## src/rtl/bae_pkg.sv

```systemverilog
`timescale 1ns / 1ps
// Shared constants, codes and types for the block arithmetic encoder.
// No dependencies; all other files use it by scoped names.
package bae_pkg;

  localparam int FRAC_BITS_DEF = 32;
  localparam int ALPHABET_DEF  = 256;
  localparam int MAX_BLOCK_DEF = 8;

  localparam int SYM_W       = 8;
  localparam int BOUND_W     = 33;
  localparam int BLEN_W      = 4;
  localparam int BLOCK_RESET = 5;
  localparam int BYTE_W      = 8;

  localparam int DIG_BITS = 8;
  localparam int N_DIG    = (BOUND_W + DIG_BITS - 1) / DIG_BITS;

  localparam int SEARCH_CAP = 40;
  localparam int CODE_W     = 40;
  localparam int STEP_W     = 6;
  localparam int NB_W       = 3;

  typedef enum logic {
    CMD_LOAD = 1'b0,
    CMD_CODE = 1'b1
  } cmd_t;

  typedef enum logic {
    KIND_COUNT = 1'b0,
    KIND_BYTE  = 1'b1
  } kind_t;

  typedef struct packed {
    logic              kind;
    logic [BYTE_W-1:0] value;
    logic              last;
    logic              error;
  } result_t;

endpackage

```

## src/rtl/bae_mul.sv

```systemverilog
`timescale 1ns / 1ps
// Iterative multiplier: (a * b) >> FRAC_BITS, truncated, one 8-bit digit of b per cycle.
// Depends on bae_pkg; used by block_arithmetic_encoder.
module bae_mul #(
  parameter int FRAC_BITS = bae_pkg::FRAC_BITS_DEF
) (
  input  logic                         clk,
  input  logic                         rst,
  input  logic                         start,
  input  logic [FRAC_BITS:0]           a,
  input  logic [bae_pkg::BOUND_W-1:0]  b,
  output logic                         done,
  output logic [FRAC_BITS:0]           p
);

  localparam int WW   = FRAC_BITS + 1;
  localparam int PW   = WW + bae_pkg::BOUND_W;
  localparam int SR_W = bae_pkg::N_DIG * bae_pkg::DIG_BITS;
  localparam int PPW  = WW + bae_pkg::DIG_BITS;
  localparam int CW   = $clog2(bae_pkg::N_DIG + 1);

  logic [WW-1:0]                    a_q;
  logic [SR_W-1:0]                  b_sr;
  logic [PW-1:0]                    acc;
  logic [PW-1:0]                    acc_next;
  logic [CW-1:0]                    cnt;
  logic                             busy;
  logic [bae_pkg::DIG_BITS-1:0]     digit;
  logic [PPW-1:0]                   pp;

  assign digit    = b_sr[SR_W-1 -: bae_pkg::DIG_BITS];
  assign pp       = PPW'(a_q) * PPW'(digit);
  assign acc_next = (acc << bae_pkg::DIG_BITS) + PW'(pp);
  assign p        = WW'(acc >> FRAC_BITS);

  always_ff @(posedge clk) begin
    if (rst) begin
      busy <= 1'b0;
      done <= 1'b0;
      cnt  <= '0;
    end else begin
      done <= 1'b0;
      if (start) begin
        busy <= 1'b1;
        cnt  <= CW'(bae_pkg::N_DIG);
      end else if (busy) begin
        cnt <= cnt - CW'(1);
        if (cnt == CW'(1)) begin
          busy <= 1'b0;
          done <= 1'b1;
        end
      end
    end
  end

  always_ff @(posedge clk) begin
    if (start) begin
      a_q  <= a;
      b_sr <= SR_W'(b);
      acc  <= '0;
    end else if (busy) begin
      acc  <= acc_next;
      b_sr <= b_sr << bae_pkg::DIG_BITS;
    end
  end

endmodule
```

## config.mk

```make
export PLATFORM = sky130hd
export DESIGN_NAME = bae_mul
export DESIGN_NICKNAME = d
export VERILOG_FILES = /design/src/rtl/bae_pkg.sv /design/src/rtl/bae_mul.sv
export SDC_FILE = /design/constraint.sdc
export NUM_CORES = 1
export LEC_CHECK = 0
export ABC_CLOCK_PERIOD_IN_PS = 10800
export BUFFER_PORTS_ARGS = -buffer_cell sky130_fd_sc_hd__buf_2
export CORE_MARGIN = 5
export CORE_UTILIZATION = 55
export DETAILED_ROUTE_END_ITERATION = 12
export PLACE_DENSITY = 0.76
export SLEW_MARGIN = 5
export SYNTH_ARGS = -nofsm -noshare
export SYNTH_HDL_FRONTEND = slang
export SYNTH_SLANG_ARGS = --single-unit
```

## constraint.sdc

```tcl
create_clock -name clk -period 10.8 [get_ports clk]
set_input_delay 2.16 -clock clk [delete_from_list [all_inputs] [get_ports clk]]
set_output_delay 2.16 -clock clk [all_outputs]
set_load 0.02 [all_outputs]
```

* Word level (Yosys, flattened, before mapping)
Index checks and enable logic that the tools add are counted.
** Operators by class
- Mux-type cells :: 8
- Multiply operators :: 1
- Shift-type cells :: 0
- $add $sub $neg :: 2
- Divide/modulo/power cells :: 0
- Order comparisons :: 0
- Equal/unequal tests :: 1
- Reductions and logical operators :: 3
- Bitwise logic cells :: 1
** Operators by type and width (count)
- $mux W33 :: 2
- $add A65 B41 Y65 :: 1
- $mul A33 B8 Y41 :: 1
- $mux W3 :: 2
- $mux W1 :: 4
- $eq A3 B1 Y1 const B :: 1
- $reduce_or A3 Y1 :: 1
- $sub A3 B1 Y3 const B :: 1
- $reduce_bool A2 Y1 :: 1
- $reduce_or A2 Y1 :: 1
- $not A1 Y1 :: 1
** Storage, ports and cells
- Memories :: 0
- Latch bits :: 0
- Bits in writable memories :: 0
- Register bits after elaboration :: 143
- Input bits :: 69
- Bits in read-only memories :: 0

* Logic depth before layout (Yosys ltp)
Gate-level depths: netlist of run 1.
- Word-level depth :: 4
- Depth in mapped cells :: 21
- Depth with buffers taken out :: 19

* Worst setup path after synthesis of run 1
Ideal clock, no wire load.
- Path kind :: register -> register
- From :: reg b_sr[38]
- To :: reg acc[55]
- Stages on the path, launching flop included :: 20
- Data arrival time :: 5051 ps
- Buffers on the path :: 2
- Setup slack :: 5627 ps
- Library setup time :: 122 ps
- Cell sequence :: dfxtp_1 -> clkbuf_1 -> and2_1 -> fa_1 -> fa_1 -> fa_1 -> inv_1 -> fa_1 -> inv_1 -> ha_1 -> a21o_1 -> a31o_2 -> o211ai_2 -> a211oi_2 -> or2_4 -> a31oi_4 -> o31a_1 -> buf_2 -> nor4_1 -> a311o_1
** Between the ends
- Word-level cells in the longest chain between the ends :: 2
** RTL lines
- start: declaration :: RTL line bae_mul.sv:23 : logic [SR_W-1:0] b_sr;
- start signal: assignment :: RTL line bae_mul.sv:59 : b_sr <= SR_W'(b);
- start signal: assignment :: RTL line bae_mul.sv:63 : b_sr <= b_sr << bae_pkg::DIG_BITS;
- $mul A33 B8 Y41 :: RTL line bae_mul.sv:32 : assign pp = PPW'(a_q) * PPW'(digit);
- $add A65 B41 Y65 :: RTL line bae_mul.sv:33 : assign acc_next = (acc << bae_pkg::DIG_BITS) + PW'(pp);
- end signal: assignment :: RTL line bae_mul.sv:62 : acc <= acc_next;
- end: declaration :: RTL line bae_mul.sv:24 : logic [PW-1:0] acc;
No other way between the ends.
A chain may end at the register's enable or synchronous reset.

* Worst setup path after layout of run 1
- From :: reg b_sr[33]
- To :: reg acc[59]
Same word-level chain as after synthesis.

==> flow_results.org, run 1 <==
** Timing
- Remaining max-slew budget at the tightest pin :: a little over an eighth
- The smallest clock period supported by the final layout is computed as between 6 and 7 ns.
- Of the available clock period, the critical path in the final layout requires a little under 60%.
- Setup repair after global routing left no endpoint under its margin.
- The number of hold-slack violations in the final timing report came to 0.
- Final max-slew violation count :: 0
- Setup violations remaining at the end of the flow were counted as 0.
- Maximum operating frequency :: approximately 160 MHz
- Clock skew after layout :: ~0.015 ns
- At the pin with the least slew margin, the transition time is between 1 and 1.5 ns.
- WHS :: 0.448 ns
- Setup TNS :: 0 ns

** Synth
- Counting every instance in the synthesized netlist gives 1,559.
- The synthesized netlist devotes just under 8% of its cell area to compound gates.
- Async S/R FF share, synth :: 0%
- By area the synthesized netlist is led by sky130_fd_sc_hd__fa_1 29%, sky130_fd_sc_hd__edfxtp_1 13%, sky130_fd_sc_hd__dfxtp_1 10%, sky130_fd_sc_hd__and2_1 8.5%, sky130_fd_sc_hd__inv_1 6.5%.
- After Yosys synthesis, full adders, half adders and majority gates account for a little over a third of the synthesized area.
- After synthesis, the largest family of logic cells by area is adder cells.
- In this run, synthesis inferred between 60 and 70 flip-flops with an integrated enable.
- The largest total area in the synthesized netlist belongs to sky130_fd_sc_hd__fa_1.
- Syn Nets :: about 1,900
- Sequential elements use between 20% and 30% of the synthesized area.
- Flip-flop and latch count after synthesis :: between 100 and 150
- Among all flip-flop cells after synthesis, the most frequent one is sky130_fd_sc_hd__dfxtp_1.
- Summing the areas of all xor and xnor instances in the mapped netlist gives about 2.7% of the synthesized area.
- Share of synthesized area spent on multiplexers :: 4.28%
- Synth top area share :: between 20 and 30%
- Count of synthesis-stage warnings from yosys :: 0
- Cell area after synthesis :: about 0.015 mm^2
- Mean instance size in the synthesized netlist :: ~9.6 um^2
- In this run, distinct cell masters in the synthesized netlist total 66.
- Summing the areas of all and, or, nand and nor instances in the mapped netlist gives between 15 and 20% of the synthesized area.

** GRT
- The via count of the first global-routing pass was between 10,000 and 15,000.
- Global routing used a little under a quarter of the available tracks.
- Maximum number of pins on one net before global-route repair :: 72
- The initial antenna violation count came to 0.
- Overflow left after global routing :: 0
- First-pass GRT wire length :: between 50,000 and 60,000 um

** Clocking
- TritonCTS created 17 clock buffers.
- CTS max path bufs :: 2
- TritonCTS built the clock tree.
- H-tree levels :: 4
- CTS saw 143 sinks.
- CTS clk-pin slew, worst paths :: ~0.08 ns
- Once the clock tree was built, the setup fixing pass inserted 0 buffers.
- Cts hold-fix bufs :: 0
- Clk Latency, worst-skew pair :: roughly 0.44 ns
- The root buffer cell chosen for the clock tree is sky130_fd_sc_hd__clkbuf_16.
- Resize count post-CTS :: 0

** Setup path
- Critical Path Most Common Cell :: sky130_fd_sc_hd__fa_1
- Reg2Reg Capture Point :: acc[59]
- Critical path fanouts, max :: 34
- Startpoint Class :: register
- The critical path is of the register to register type.
- Sequence of cells on the critical path :: nand2_1, fa_1, inv_1, fa_1, fa_1, inv_1, fa_1, inv_1, ha_1, nand4_2, nor3_2, nand3_1, a211oi_2, or2_4, a31oi_4, o31a_1, or3_1, a311oi_1
- At the worst endpoint, the arrival time is a little under 7 ns.
- Number of gates on the worst path with buffers counted :: 18
- The cell family contributing the most delay on the critical path is adder cells.
- In this design, the stage delay of the slowest critical-path cell is around 1.2 ns.
- STA classifies the critical path endpoint as a register.
- Among all stages on the critical path, the largest delay is contributed by sky130_fd_sc_hd__dfxtp_1.
- Beginning of the worst register-to-register path :: b_sr[33]
- The setup check on the worst reg-to-reg path leaves a slack of approximately 4.4 ns.
- Reg2reg path depth :: 18
- The critical path contains buffers and inverters numbering 3 combined.
- STA puts the critical path data required time at 11.14 ns.

** Hold path
- The startpoint identified for the worst hold timing path is acc[60].
- Hold Crit Endpoint :: acc[60]
- Number of cells on the worst hold path :: 2
- The tightest min-delay check is of the register to register type.

** Drt
- Number of DRC violations after detailed routing :: 0
- Total vias in the final route :: 10,900
- In this run the remaining antenna-violating nets after routing total 0.
- The first routing iteration left 679 violations.
- The first TritonRoute pass finished after 5 iterations.
- Wire length per cell after detailed routing :: around 18 um
- Avg Vias per Cell :: between 5 and 6
- For this block, the routed nets add up to roughly 35,000 um of wire.

** Die
- Starting Density :: between 50% and 60%
- Count of boundary I/O pins :: about 100
- Std cell rows :: 60
- DIE WIDTH :: about 180 um
- Die area :: a little over 0.03 mm^2
- The region available for standard cell placement spans ~0.027 mm^2.
- In this run the vertical extent of the chip is about 180 um.

** Power
- VDD sags by at most between 100 and 150 uV.
- Power per unit of standard cell area :: 197 mW/mm^2
- Leakage power :: a little under 8 nW

** Cells and area
- Compared with the post-synthesis result, the final layout area differs by 7.71%.
- Number of fill cells in the layout :: about 2,200
- Antenna Cells :: 0
- Area occupied by multi-input gates :: ~0.01 mm^2
- Cells with a size suffix above 1 make up between 10% and 20% of the layout.
- After the last flow step, the layout net total stands at between 1,500 and 2,000.
- Across the whole layout, storage elements account for roughly 0.0035 mm^2.

** Placed design
- The count of buffers added on input and output ports is 102.
- After legalization and detailed placement, the total HPWL measured about 26,000 um.
- RD Place Congestion :: 0.929

** Flow run
- Maxcap violations :: 0

** Run status
- The run finished with clean final reports.
[final cells by class]
| cell class | count | share of cell area [%] |
|---|---|---|
| clock buffers | 17 | 2.63 |
| clock inverters | 15 | 1.18 |
| inverters | 261 | 6.06 |
| multi-input cells | 1063 | 62.1 |
| flip-flops and latches | 143 | 21.8 |
| well taps | 341 | 2.64 |
| repair buffers | 111 | 3.59 |
[tightest hold or removal path, stage by stage (launching register included)]
cell and delay, ns:
sky130_fd_sc_hd__dfxtp_1 0.31, sky130_fd_sc_hd__nand2_1 0.05, sky130_fd_sc_hd__o21ai_1 0.05
[worst max-delay path by stage]
stage	from	to	slack (ns)
floorplan	b_sr[38]	acc[55]	5.63
global placement	b_sr[33]	acc[59]	4.70
detailed placement	b_sr[33]	acc[59]	4.57
CTS	b_sr[33]	acc[59]	4.49
global route	b_sr[33]	acc[59]	4.09
finish	b_sr[33]	acc[59]	4.40
[synthesized netlist by cell type, types with 25 or more instances]
cell type,number
sky130_fd_sc_hd__a21oi_1,53
sky130_fd_sc_hd__and2_1,204
sky130_fd_sc_hd__buf_4,33
sky130_fd_sc_hd__clkbuf_1,50
sky130_fd_sc_hd__dfxtp_1,77
sky130_fd_sc_hd__edfxtp_1,66
sky130_fd_sc_hd__fa_1,218
sky130_fd_sc_hd__ha_1,71
sky130_fd_sc_hd__inv_1,261
sky130_fd_sc_hd__mux2_2,25
sky130_fd_sc_hd__mux2i_1,36
sky130_fd_sc_hd__nand2_1,134
sky130_fd_sc_hd__nor2_1,67
sky130_fd_sc_hd__o21ai_0,36
sky130_fd_sc_hd__xnor2_1,36
[sequential cells by signal, summed over array words and instances (netlist names)]
| signal | flops |
|---|---|
| a_q | 33 |
| busy | 1 |
| done | 1 |
| b_sr | 40 |
| cnt | 3 |
| acc | 65 |
[where the power goes]
part / switching, W / internal, W
sequential: 0.0000902 / 0.000648
clock: 0.000298 / 0.000335
combinational: 0.00111 / 0.000706
[layout by cell type, fill, tap and decap left out, types with 53 or more instances in the layout]
master                     instances
sky130_fd_sc_hd__a21oi_1          53
sky130_fd_sc_hd__and2_1          204
sky130_fd_sc_hd__buf_2           101
sky130_fd_sc_hd__dfxtp_1          76
sky130_fd_sc_hd__edfxtp_1         66
sky130_fd_sc_hd__fa_1            218
sky130_fd_sc_hd__ha_1             71
sky130_fd_sc_hd__inv_1           261
sky130_fd_sc_hd__nand2_1         134
sky130_fd_sc_hd__nor2_1           66
[logic make-up after synthesis]
group           Yosys count
fa+ha+maj               289
compound gates          176
xor+xnor                 46
buf+inv                 353
simple gates            491
mux                      61
flops                   143
[routing by layer]
layer  track usage [%]  up-vias  part of all wire, %
met2              38.9      361                   48
met5                 0        -                    0
met4              6.48        0                  1.9
met1              33.3     5470                   44
met3              3.87       56                  6.0
li1                  -     4988                    -
[metrics by stage]
stage / area (um^2) / std cells / power (W) / setup slack, ns / util [%]
5_1_grt: 16200 / 1951 / 0.00346 / 4.09 / 60.1
3_3_place_gp: 15500 / 1919 / 0.00248 / 4.70 / 57.8
3_5_place_dp: 15500 / 1919 / 0.00253 / 4.57 / 57.8
6_report: 16200 / 1951 / 0.00319 / 4.40 / 60.1
2_1_floorplan: 15000 / 1559 / 0.00207 / 5.63 / -
4_1_cts: 16200 / 1951 / 0.00319 / 4.49 / 60.1
Power figures use the tool's default switching activity.
==> inputs of run 2 (changes only) <==
--- a/config.mk
+++ b/config.mk
@@ -5,12 +5,12 @@
 export SDC_FILE = /design/constraint.sdc
 export NUM_CORES = 1
 export LEC_CHECK = 0
-export ABC_CLOCK_PERIOD_IN_PS = 10800
+export ABC_CLOCK_PERIOD_IN_PS = 5500
 export BUFFER_PORTS_ARGS = -buffer_cell sky130_fd_sc_hd__buf_2
 export CORE_MARGIN = 5
 export CORE_UTILIZATION = 55
 export DETAILED_ROUTE_END_ITERATION = 12
-export PLACE_DENSITY = 0.76
+export PLACE_DENSITY = 0.78
 export SLEW_MARGIN = 5
 export SYNTH_ARGS = -nofsm -noshare
 export SYNTH_HDL_FRONTEND = slang
==> constraint.sdc (replaced) <==
create_clock -name clk -period 5.5 [get_ports clk]
set_input_delay 1.1 -clock clk [delete_from_list [all_inputs] [get_ports clk]]
set_output_delay 1.1 -clock clk [all_outputs]
set_load 0.02 [all_outputs]
==> flow_results.org, run 2 (synthesis gave the netlist of run 1 again) <==
** Setup path
- Register-to-register setup slack :: roughly 0.12 ns
- Critical path fanouts, max :: 8
- Sort of element at the end of the critical path :: register
- Category of the critical setup timing path :: register to register
- Worst Path Arrival :: 5.70 ns
- The worst setup path is launched from a register.
- For the worst setup path, the data required time is ~5.8 ns.

** Timing
- The worst path meets setup with 0.122 ns of slack.
- Minimum period implied by the final worst setup slack :: between 5 and 6 ns
- For the final database, setup skew stands at about 0.018 ns.
- For the final routed database, the setup TNS stands at 0 ns.
- Maximum operating frequency :: approximately 190 MHz
- For the pin with the worst max-slew slack, the measured transition is between 1 and 1.5 ns.
- Hold violation total from the final report :: 0
- Setup repair after global routing missed its margin :: yes
- Count of final setup violators :: 0
- Final max-slew violation count :: 0
- Dividing the final minimum period by the clock period gives 97.8%.
- Remaining max-slew budget at the tightest pin :: approximately a third

** Cells and area
- Top library cells by usage in the layout, fill and taps aside :: 261 x sky130_fd_sc_hd__inv_1, 218 x sky130_fd_sc_hd__fa_1, 203 x sky130_fd_sc_hd__and2_1, 134 x sky130_fd_sc_hd__nand2_1, 101 x sky130_fd_sc_hd__buf_2
- Layout-stage area growth over the synthesis result :: 13.6%
- More flip-flops sit in one register than any other, and that register is acc.
- Post-layout net count :: 2,031
- Number of flip-flops in the largest register :: 65
- Number of fill cells in the layout :: 2,159
- Most common cell after layout, fill and taps aside :: sky130_fd_sc_hd__inv_1
- Of the cells placed in the final design, the portion with a size suffix greater than 1 is between 10% and 20%.
- The number of antenna diodes in the final layout is 0.
- Largest registers :: acc: 65 flops, b_sr: 40 flops, a_q: 33 flops

** Drt
- After detailed routing, the total wire length is 38,700 um.
- Violation count after the first detailed-route iteration :: between 900 and 1,000
- In the routed design, unresolved DRC markers number 0.
- Wire length per cell after detailed routing :: 19.1 um
- Avg Vias per Cell :: around 5.6
- For this run, the detailed router's first-pass iteration total came to 6.
- Number of nets with antenna violations after routing :: 0
- The routed layout has 11,400 vias.

** GRT
- Global routing used around 25% of the available tracks.
- The initial antenna violation count is 1.
- Overflow left after global routing :: 0
- Vias in the first global route :: between 10,000 and 15,000
- Maximum number of pins on one net before global-route repair :: 72
- First-pass GRT wire length :: approximately 60,000 um

** Placed design
- The wire-length estimate of the detail-placed layout is 27,600 um.
- At the end of routability-driven placement, the weighted congestion stood at about 1.
- In this run the tool buffered the top-level ports with about 100 buffer cells.
- Pre-CTS setup slack :: -0.0691 ns

** Clocking
- In this run, CTS created clock tree buffers numbering 17.
- CTS clk-pin slew, worst paths :: ~0.080 ns
- Clock net sink count :: between 100 and 150
- Clk Latency, worst-skew pair :: 0.45 ns
- Cts hold-fix bufs :: 0
- In this run the clock root is driven by a sky130_fd_sc_hd__clkbuf_16.
- Clock tree from TritonCTS :: built
- In this run the deepest clock path goes through 2 buffers.
- H-tree levels :: 4

** Die
- Area of the placeable core :: between 0.02 and 0.03 mm^2
- From bottom edge to top edge, the die measures approximately 180 um.
- Count of boundary I/O pins :: approximately 100
- DIE WIDTH :: about 180 um
- Once the floorplan was initialized, standard cells occupied 55.8% of the core.
- In this run the core area contains 60 standard-cell rows.
- The die covers roughly 0.031 mm^2.

** Flow run
- Max-cap violations in this run came to 0.

** Power
- Leakage power :: slightly above 8 nW
- Power per unit of standard cell area :: 411 mW/mm^2
- Worst IR Drop VDD :: 304 uV

** Hold path
- The tightest min-delay check is of the register to register type.

** Run status
- The run finished with clean final reports.
run 2: cell types whose count changed in the layout (fill, tap and decap cells not counted), sizes merged:
cell / change
bufinv: -1
clkbuf: +4
buf: +72
clkinvlp: -2
clkinv: +2
inv: +1
run 2: worst paths after layout:
check | to | start | depth (start not counted)
min reg2reg | acc[60] | acc[60] | 2
max | acc[33] | a_q[6] | 18
min | acc[60] | acc[60] | 2
max reg2reg | acc[33] | a_q[6] | 18
run 2: cell type report:
class                      instances  area [um^2]  area share (%)
multi-input combinational       1063        10200            59.8
sequential                       143         3540            20.8
timing repair buffer             187         1300            7.65
inverter                         261          980            5.75
tap                              341          427            2.50
clock buffer                      17          425            2.50
clock inverter                    15          179            1.05
run 2: timing repair:
| action | CTS | global route |
|---|---|---|
| cloned | 0 | 4 |
| setup buffers | 1 | 15 |
| pin swaps | 0 | 10 |
| setup endpoints to repair | 7 | 29 |
| resized for setup | 5 | 37 |
run 2: power breakdown:
| part | internal, W | switching, W | leakage, nW |
|---|---|---|---|
| combinational | 0.00180 | 0.00251 | 6.59 |
| clock | 0.000619 | 0.000635 | 0.295 |
| sequential | 0.00127 | 0.000157 | 1.29 |
run 2: routing by layer:
| layer | vias to the layer above | routed length [um] | track usage (%) |
|---|---|---|---|
| met1 | 5630 | 16500 | 35.5 |
| met3 | 66 | 3520 | 5.37 |
| li1 | 5139 | - | - |
| met4 | 2 | 700 | 5.60 |
| met5 | - | 20 | 0 |
| met2 | 552 | 17900 | 39.4 |
run 2: through the flow:
stage | util (%) | total power, W | instance area, um^2 | hold WS [ns] | cells
floorplan | - | 0.00407 | 15000 | 0.426 | 1559
detailed placement | 59.7 | 0.00543 | 16000 | 0.445 | 1975
global route | 63.4 | 0.00750 | 17000 | 0.480 | 2027
global placement | 59.7 | 0.00535 | 16000 | 0.434 | 1975
CTS | 62.0 | 0.00674 | 16700 | 0.457 | 2008
finish | 63.4 | 0.00700 | 17000 | 0.458 | 2027
run 2: worst max-delay path, cell delays in order, from the launching register on:
cell and delay, ns:
sky130_fd_sc_hd__edfxtp_1 0.52, sky130_fd_sc_hd__and2_1 0.24, sky130_fd_sc_hd__fa_1 0.57, sky130_fd_sc_hd__fa_1 0.46, sky130_fd_sc_hd__fa_1 0.55, sky130_fd_sc_hd__inv_1 0.06, sky130_fd_sc_hd__fa_1 0.57, sky130_fd_sc_hd__inv_1 0.06
sky130_fd_sc_hd__ha_1 0.32, sky130_fd_sc_hd__a21oi_1 0.16, sky130_fd_sc_hd__o21ai_1 0.11, sky130_fd_sc_hd__nor3_1 0.31, sky130_fd_sc_hd__a211oi_2 0.14, sky130_fd_sc_hd__or2_4 0.28, sky130_fd_sc_hd__buf_4 0.15, sky130_fd_sc_hd__a21oi_2 0.17
sky130_fd_sc_hd__o221ai_1 0.16, sky130_fd_sc_hd__xnor2_1 0.30, sky130_fd_sc_hd__o21ai_0 0.12
